$ cat config.mk
export PLATFORM = sky130hd
export DESIGN_NAME = first_fit_heap_allocator
export DESIGN_NICKNAME = d
export VERILOG_FILES = /design/src/rtl/ffha_pkg.sv /design/src/rtl/first_fit_heap_allocator.sv /design/src/rtl/ffha_table.sv
export SDC_FILE = /design/constraint.sdc
export NUM_CORES = 2
export LEC_CHECK = 0
export ABC_AREA = 1
export BUFFER_PORTS_ARGS = -buffer_cell sky130_fd_sc_hd__buf_2
export CELL_PAD_IN_SITES_DETAIL_PLACEMENT = 0
export CELL_PAD_IN_SITES_GLOBAL_PLACEMENT = 2
export CORE_MARGIN = 2
export CORE_UTILIZATION = 40
export DETAILED_ROUTE_END_ITERATION = 10
export GPL_ROUTABILITY_DRIVEN = 0
export PLACE_DENSITY_LB_ADDON = 0.1
export SYNTH_ARGS = -nofsm -noshare
export SYNTH_HDL_FRONTEND = slang
export SYNTH_SLANG_ARGS = --single-unit
$ cat constraint.sdc
create_clock -name clk -period 4.9 [get_ports clk]
set_clock_uncertainty 0.1 [all_clocks]
set_input_delay 1.47 -clock clk [delete_from_list [all_inputs] [get_ports clk]]
set_output_delay 1.47 -clock clk [all_outputs]
set_load 0.03 [all_outputs]
$ cat src/rtl/ffha_pkg.sv
package ffha_pkg;

    localparam int HEAP_BYTES = 65536;
    localparam int HDR_BYTES  = 32;
    localparam int MAX_BLOCKS = 64;
    localparam int IDX_W      = $clog2(MAX_BLOCKS);
    localparam int CNT_W      = $clog2(MAX_BLOCKS + 1);
    localparam int POS_W      = 18;

    localparam logic [1:0] ST_OK      = 2'd0;
    localparam logic [1:0] ST_OOM     = 2'd1;
    localparam logic [1:0] ST_BADFREE = 2'd2;

    localparam logic CMD_ALLOC = 1'b0;
    localparam logic CMD_FREE  = 1'b1;

    typedef struct packed {
        logic        cmd;
        logic [15:0] req_size;
        logic [15:0] free_offset;
    } ffha_in_t;

    typedef struct packed {
        logic [15:0] data_offset;
        logic [1:0]  status;
    } ffha_out_t;

    typedef enum logic [2:0] {
        S_IDLE,
        S_RD,
        S_SCAN,
        S_SHIFT_RD,
        S_SHIFT_WR,
        S_DONE
    } ffha_state_t;

    typedef struct packed {
        logic             we;
        logic [IDX_W-1:0] waddr;
        logic [15:0]      wsize;
        logic             wused;
        logic [IDX_W-1:0] raddr;
    } ffha_mem_ctl_t;

endpackage

$ cat src/rtl/first_fit_heap_allocator.sv
// flow: after accept, a table read state then a scan state for each block passed over in the walk
// a split then moves each later entry up (shift read, shift write) and writes the remainder
// commands are accepted only while idle, not before the last result strobe; busy stays high through the strobe cycle
// result is on result for one cycle with done high; the receiver cannot stall
// reset clears block count and heap top; table contents need no clearing
module first_fit_heap_allocator (
    input  logic               clk,
    input  logic               rst_n,
    input  logic               start,
    output logic               busy,
    input  ffha_pkg::ffha_in_t  cmd_in,
    output logic               done,
    output ffha_pkg::ffha_out_t result
);
    import ffha_pkg::*;

    ffha_state_t state_reg, state_next;
    logic [CNT_W-1:0] count_reg, count_next;
    logic [16:0] top_reg, top_next;
    logic [CNT_W-1:0] i_reg, i_next;
    logic [CNT_W-1:0] k_reg, k_next;
    logic [POS_W-1:0] pos_reg, pos_next;
    logic cmd_reg, cmd_next;
    logic [15:0] req_reg, req_next, off_reg, off_next;
    logic [15:0] fsz_reg, fsz_next;
    ffha_out_t res_reg, res_next;
    ffha_mem_ctl_t ctl;
    logic [15:0] rsize;
    logic rused;
    logic [POS_W-1:0] sum;

    ffha_table u_table (.clk(clk), .ctl(ctl), .rsize(rsize), .rused(rused));

    // shared adder: walks the position, checks the heap end
    always_comb
    begin
        if (state_reg == S_SCAN && i_reg == count_reg)
            sum = POS_W'(top_reg) + POS_W'(HDR_BYTES) + POS_W'(req_reg);
        else
            sum = pos_reg + POS_W'(HDR_BYTES) + POS_W'(rsize);
    end

    always_ff @(posedge clk or negedge rst_n)
    begin
        if (!rst_n)
        begin
            state_reg <= S_IDLE;
            count_reg <= '0;
            top_reg   <= '0;
        end
        else
        begin
            state_reg <= state_next;
            count_reg <= count_next;
            top_reg   <= top_next;
        end
    end

    always_ff @(posedge clk)
    begin
        i_reg       <= i_next;
        k_reg       <= k_next;
        pos_reg     <= pos_next;
        cmd_reg     <= cmd_next;
        req_reg     <= req_next;
        off_reg     <= off_next;
        fsz_reg     <= fsz_next;
        res_reg     <= res_next;
    end

    always_comb
    begin
        state_next   = state_reg;
        count_next   = count_reg;
        top_next     = top_reg;
        i_next       = i_reg;
        k_next       = k_reg;
        pos_next     = pos_reg;
        cmd_next     = cmd_reg;
        req_next     = req_reg;
        off_next     = off_reg;
        fsz_next     = fsz_reg;
        res_next     = res_reg;
        ctl          = '0;
        ctl.raddr    = i_reg[IDX_W-1:0];
        unique case (state_reg)
            S_IDLE:
            begin
                if (start)
                begin
                    cmd_next  = cmd_in.cmd;
                    req_next  = cmd_in.req_size;
                    off_next  = cmd_in.free_offset;
                    i_next    = '0;
                    pos_next  = '0;
                    state_next = S_RD;
                end
            end
            S_RD:
            begin
                // read address presented, data arrives next cycle
                state_next = S_SCAN;
            end
            S_SCAN:
            begin
                if (i_reg == count_reg)
                begin
                    if (cmd_reg == CMD_FREE)
                        res_next = '{16'd0, ST_BADFREE};
                    else if (count_reg == CNT_W'(MAX_BLOCKS)
                             || sum > POS_W'(HEAP_BYTES)
                             || POS_W'(top_reg) + POS_W'(HDR_BYTES) >= POS_W'(HEAP_BYTES))
                        res_next = '{16'd0, ST_OOM};
                    else
                    begin
                        ctl.we    = 1'b1;
                        ctl.waddr = count_reg[IDX_W-1:0];
                        ctl.wsize = req_reg;
                        ctl.wused = 1'b1;
                        count_next = count_reg + 1'b1;
                        top_next   = sum[16:0];
                        res_next   = '{16'(top_reg + 17'(HDR_BYTES)), ST_OK};
                    end
                    state_next = S_DONE;
                end
                else if (cmd_reg == CMD_FREE)
                begin
                    if (pos_reg + POS_W'(HDR_BYTES) == POS_W'(off_reg))
                    begin
                        ctl.we    = 1'b1;
                        ctl.waddr = i_reg[IDX_W-1:0];
                        ctl.wsize = rsize;
                        ctl.wused = 1'b0;
                        res_next  = '{16'd0, ST_OK};
                        state_next = S_DONE;
                    end
                    else
                    begin
                        pos_next = sum;
                        i_next   = i_reg + 1'b1;
                        state_next = S_RD;
                    end
                end
                else if (!rused && rsize >= req_reg)
                begin
                    res_next = '{16'(pos_reg + POS_W'(HDR_BYTES)), ST_OK};
                    fsz_next = rsize - req_reg;
                    ctl.we    = 1'b1;
                    ctl.waddr = i_reg[IDX_W-1:0];
                    ctl.wused = 1'b1;
                    if (rsize - req_reg > 16'(HDR_BYTES) && count_reg != CNT_W'(MAX_BLOCKS))
                    begin
                        ctl.wsize  = req_reg;
                        k_next     = count_reg;
                        state_next = S_SHIFT_RD;
                    end
                    else
                    begin
                        ctl.wsize  = rsize;
                        state_next = S_DONE;
                    end
                end
                else
                begin
                    pos_next = sum;
                    i_next   = i_reg + 1'b1;
                    state_next = S_RD;
                end
            end
            S_SHIFT_RD:
            begin
                ctl.raddr = IDX_W'(k_reg - 1'b1);
                if (k_reg == i_reg + 1'b1)
                begin
                    // the split remainder goes in right after the taken block
                    ctl.we    = 1'b1;
                    ctl.waddr = k_reg[IDX_W-1:0];
                    ctl.wsize = fsz_reg - 16'(HDR_BYTES);
                    ctl.wused = 1'b0;
                    count_next = count_reg + 1'b1;
                    state_next = S_DONE;
                end
                else
                    state_next = S_SHIFT_WR;
            end
            S_SHIFT_WR:
            begin
                ctl.we    = 1'b1;
                ctl.waddr = k_reg[IDX_W-1:0];
                ctl.wsize = rsize;
                ctl.wused = rused;
                k_next    = k_reg - 1'b1;
                state_next = S_SHIFT_RD;
            end
            S_DONE:
            begin
                state_next = S_IDLE;
            end
            default:
            begin
                state_next = S_IDLE;
            end
        endcase
    end

    assign busy   = (state_reg != S_IDLE);
    assign done   = (state_reg == S_DONE);
    assign result = res_reg;

    a_cnt_max: assert property (@(posedge clk) disable iff (!rst_n)
        count_reg <= CNT_W'(MAX_BLOCKS))
        else $error("block count over table size");
    a_done_idle: assert property (@(posedge clk) disable iff (!rst_n)
        done |=> !busy)
        else $error("busy after result");
    a_top_grow: assert property (@(posedge clk) disable iff (!rst_n)
        $past(busy) |-> top_reg >= $past(top_reg))
        else $error("heap top shrank");
    a_start_busy: assert property (@(posedge clk) disable iff (!rst_n)
        (start && !busy) |=> busy)
        else $error("accepted command not busy");

endmodule

$ cat src/rtl/ffha_table.sv
module ffha_table (
    input  logic                   clk,
    input  ffha_pkg::ffha_mem_ctl_t ctl,
    output logic [15:0]            rsize,
    output logic                   rused
);
    import ffha_pkg::*;

    logic [15:0] size_mem [MAX_BLOCKS];
    logic        used_mem [MAX_BLOCKS];

    always_ff @(posedge clk)
    begin
        if (ctl.we)
        begin
            size_mem[ctl.waddr] <= ctl.wsize;
            used_mem[ctl.waddr] <= ctl.wused;
        end
        rsize <= size_mem[ctl.raddr];
        rused <= used_mem[ctl.raddr];
    end

endmodule

==> metrics.md <==
| Metric | Value |
|---|---|
| Synth Area in Adders | around 1.5% |
| Max reg flops | around 1000 |
| Final Total Pwr | 41.9 mW |
| CTS Buffer Depth | 3 |
| Post-synthesis compound-gate area fraction | 12.7% |
| Run status | completed |
| Clk_lat worst skew | 0.78 ns |
| Initial Utilization | 40.2% |
| Vias | 36150 |
| Async SR Flop Fraction | 2.19% |
| Yosys warns | 0 |
| Max Freq | 215 MHz |
| Arrival time worst endpoint | between 5 and 6 ns |
| Min-delay src | top_reg[4]$_DFFE_PN0P_ |
| CP max-delay cell | edfxtp_1 |
| Row count | roughly 130 |
| MaxCap Viol Count | 0 |
| DR vias/cell | 5.46 |
| R2R cell count | 26 |
| CTS sink cnt | 1231 |
| Crit share post-route | between 90% and 100% |
| Worst hold path class | flip-flop to flip-flop |
| Hold buffer count at cts | 0 |
| Crit start category | flip-flop |
| Main combinational cell family by area after synthesis | compound AO/OA/AOI/OAI gates |
| CTS tree | done |
| Mapped Area | 52700 sq um |
| Post-synth EDFFs | 1187 |
| CTS root buf | clkbuf_16 |
| Destination of the worst hold path | top_reg[4]$_DFFE_PN0P_ |
| Mapped Nets | about 4600 |
| Biggest register | u_table.size_mem |
| Worst Path Buf+Inv | 7 |
| Commonest non-fill, non-tap cell in the layout | edfxtp_1 |
| CP top delay family | simple AND/OR/NAND/NOR gates |
| Setup Total Neg Slack | 0 ns |
| ANT cells | 0 |
| First element of the critical path | pos_reg[5]$_SDFFCE_PN0P_ |
| Worst reg-to-reg setup slack | between 0.2 and 0.25 ns |
| WL per Instance | 25.5 um |
| Area after DPL | 58000 sq um |
| Placed Instances | 6345 |
| Final std cells w/o fill | 6616 |
| Pwr/cell area | 664 nW/um^2 |
| LEAKAGE | 22.1 nW |
| Post-layout nets | between 4000 and 5000 |
| H-tree depth | 4 |
| Drt pass-1 iters | 5 |
| Final HPWL DP | roughly 110000 um |
| GRT overflow | 0 |
| DIE HEIGHT | 367 um |
| Drt total wl | 168000 um |
| Clock transition at the registers of the reported paths | ~0.060 ns |
| Largest net degree at the start of global routing | 124 |
| Die width | 367 um |
| Most frequent cells in the layout | edfxtp_1, nor2_1, o21ai_0, nand2_1, buf_4 |
| R2r startpoint | pos_reg[5]$_SDFFCE_PN0P_ |
| Fin area | between 60000 and 70000 sq um |
| Initial antenna violation count | 0 |
| Top FF cell, synth | edfxtp_1 |
| Synth Area in Simple Gates | 11.2% |
| XOR/XNOR Fraction of Synth Area | 1.20% |
| I/O Buffers | 55 |
| Post-synthesis mux area share | 0% |
| Fillers | around 12000 |
| Most frequent cell on the critical path | nand2_1 |
| CP max FO | 8 |
| P&R area growth vs syn | 19.8% |
| R2R Path End | u_table.size_mem[13][14]$_DFFE_PP_ |
| Layout cells sized above 1 | 15.8% |
| Max-slew violation count | 0 |
| Crit path capture type | flip-flop |
| Largest regs | u_table.size_mem x1024, u_table.used_mem x64 |
| Netlist cell types | 47 |
| Total GRT Usage | 24.6% |
| WHS Path Cells | 2 |
| Mean Syn Cell Area | 11.8 sq um |
| Global-route wire length before repair | 244000 um |
| Crit-path max cell delay | 0.45 ns |
| Sequential share of the synthesized area | ~70% |
| Die ar. | 135000 sq um |
| Ports | 56 |
| Core Area | 131000 sq um |
| Peak VDD IR | 0.000489 V |
| Relative slew slack | 29.5% |
| Worst EP required | about 5.3 ns |
| Post-route minimum period | 4.65 ns |
| Final Hold Violating Endpoints | 0 |
| Critical path class | flip-flop to flip-flop |
| Number of remaining DRC errors | 0 |
| Vias in the first global route | between 30000 and 40000 |
| Number of antenna-violating nets in the routed design | 0 |
| Flops & latches, synth | between 1000 and 1500 |
| Finish-stage setup viols | 0 |
| Worst-margin pin slew | 1.06 ns |
| CTS buffer count | around 140 |
| Post-Syn Instances | 4455 |
| Initial DRC count | 3286 |
[power breakdown]
part / total (mW) / leakage, nW / switching [mW] / internal (mW)
Sequential: 13.0 / 11.4 / 0.425 / 12.6
Combinational: 19.0 / 8.65 / 13.2 / 5.76
Clock: 9.91 / 2.08 / 4.27 / 5.64
Total: 41.9 / 22.1 / 17.9 / 24.0
[synth_stat cells (4+ instances only)]
cell type	n	area, sq um
o21ai_0	601	3010
nand3b_1	5	37.5
dfxtp_1	17	340
inv_2	4	15.0
nand2_2	8	50.1
a31oi_1	5	31.3
buf_1	5	18.8
xnor2_1	17	149
o211ai_1	138	1040
nor2_2	5	31.3
nor2_1	729	2740
o21bai_1	6	45.0
a21oi_1	55	275
or3_1	4	25.0
o221ai_1	136	1190
nand4_1	23	144
nand3_1	199	996
edfxtp_1	1187	35600
or2_2	4	25.0
clkbuf_1	236	886
xor2_1	55	482
buf_2	8	40.0
nor3_1	16	80.1
nand2_1	450	1690
inv_1	260	976
dfrtp_1	27	676
o21ai_1	9	45.0
o22ai_1	157	982
ha_1	59	738
[worst reg2reg max path, delay by kind of cell (launching register included)]
family	cells	cell delay, ns
AO/OA/AOI/OAI	2	0.39
adder cells (fa/ha/maj)	2	0.57
buffers and inverters	7	1.03
flip-flops	1	0.45
AND/OR/NAND/NOR	15	1.83
[metrics by stage]
stage	hold WS [ns]	util (%)	setup slack (ns)
2_1_floorplan	0.375	-	0.276
3_3_place_gp	0.403	44.2	-0.204
3_5_place_dp	0.412	44.2	-0.250
4_1_cts	0.428	47.6	-0.175
5_1_grt	0.445	48.1	-0.0534
6_report	0.419	48.1	0.248
[logic make-up after synthesis]
family,count (synthesis)
adder cells (fa/ha/maj),62
XOR/XNOR,72
AND/OR/NAND/NOR,1454
buffers and inverters,520
AO/OA/AOI/OAI,1116
flip-flops,1231
[what timing repair did]
action	in CTS	in global routing
pin swaps	0	38
gates cloned	0	2
endpoints found under the setup margin	419	1987
hold endpoints to repair	0	0
buffers inserted	0	27
gates resized for setup	21	57
[worst max path at each step]
stage	endpoint	slack (ns)	depth (start not counted)
floorplan	u_table.size_mem[0][1]$_DFFE_PP_	0.28	16
global placement	u_table.size_mem[52][4]$_DFFE_PP_	-0.20	24
detailed placement	u_table.size_mem[36][3]$_DFFE_PP_	-0.25	25
CTS	u_table.size_mem[34][10]$_DFFE_PP_	-0.17	26
global route	u_table.size_mem[29][15]$_DFFE_PP_	-0.05	26
finish	u_table.size_mem[13][14]$_DFFE_PP_	0.25	26
[routing by layer]
layer,wire [um],track usage (%),part of all wire (%),vias up
met5,0,0,0,-
met4,4110,6.93,2.4,0
met3,7320,3.38,4.3,195
met2,81600,40.5,48,925
met1,75400,34.2,45,18154
li1,-,-,-,16876
[cell type report]
class                   count  area [sq um]  share of cell area, %
clock inverters            76           676                   1.07
clock buffers             166          3610                   5.72
inverters                 267          1020                   1.62
repair buffers            417          4260                   6.75
multi-input cells        2704         14700                   23.3
flip-flops and latches   1231         36700                   58.1
well taps                1755          2200                   3.48
Power figures use the tool's default switching activity.
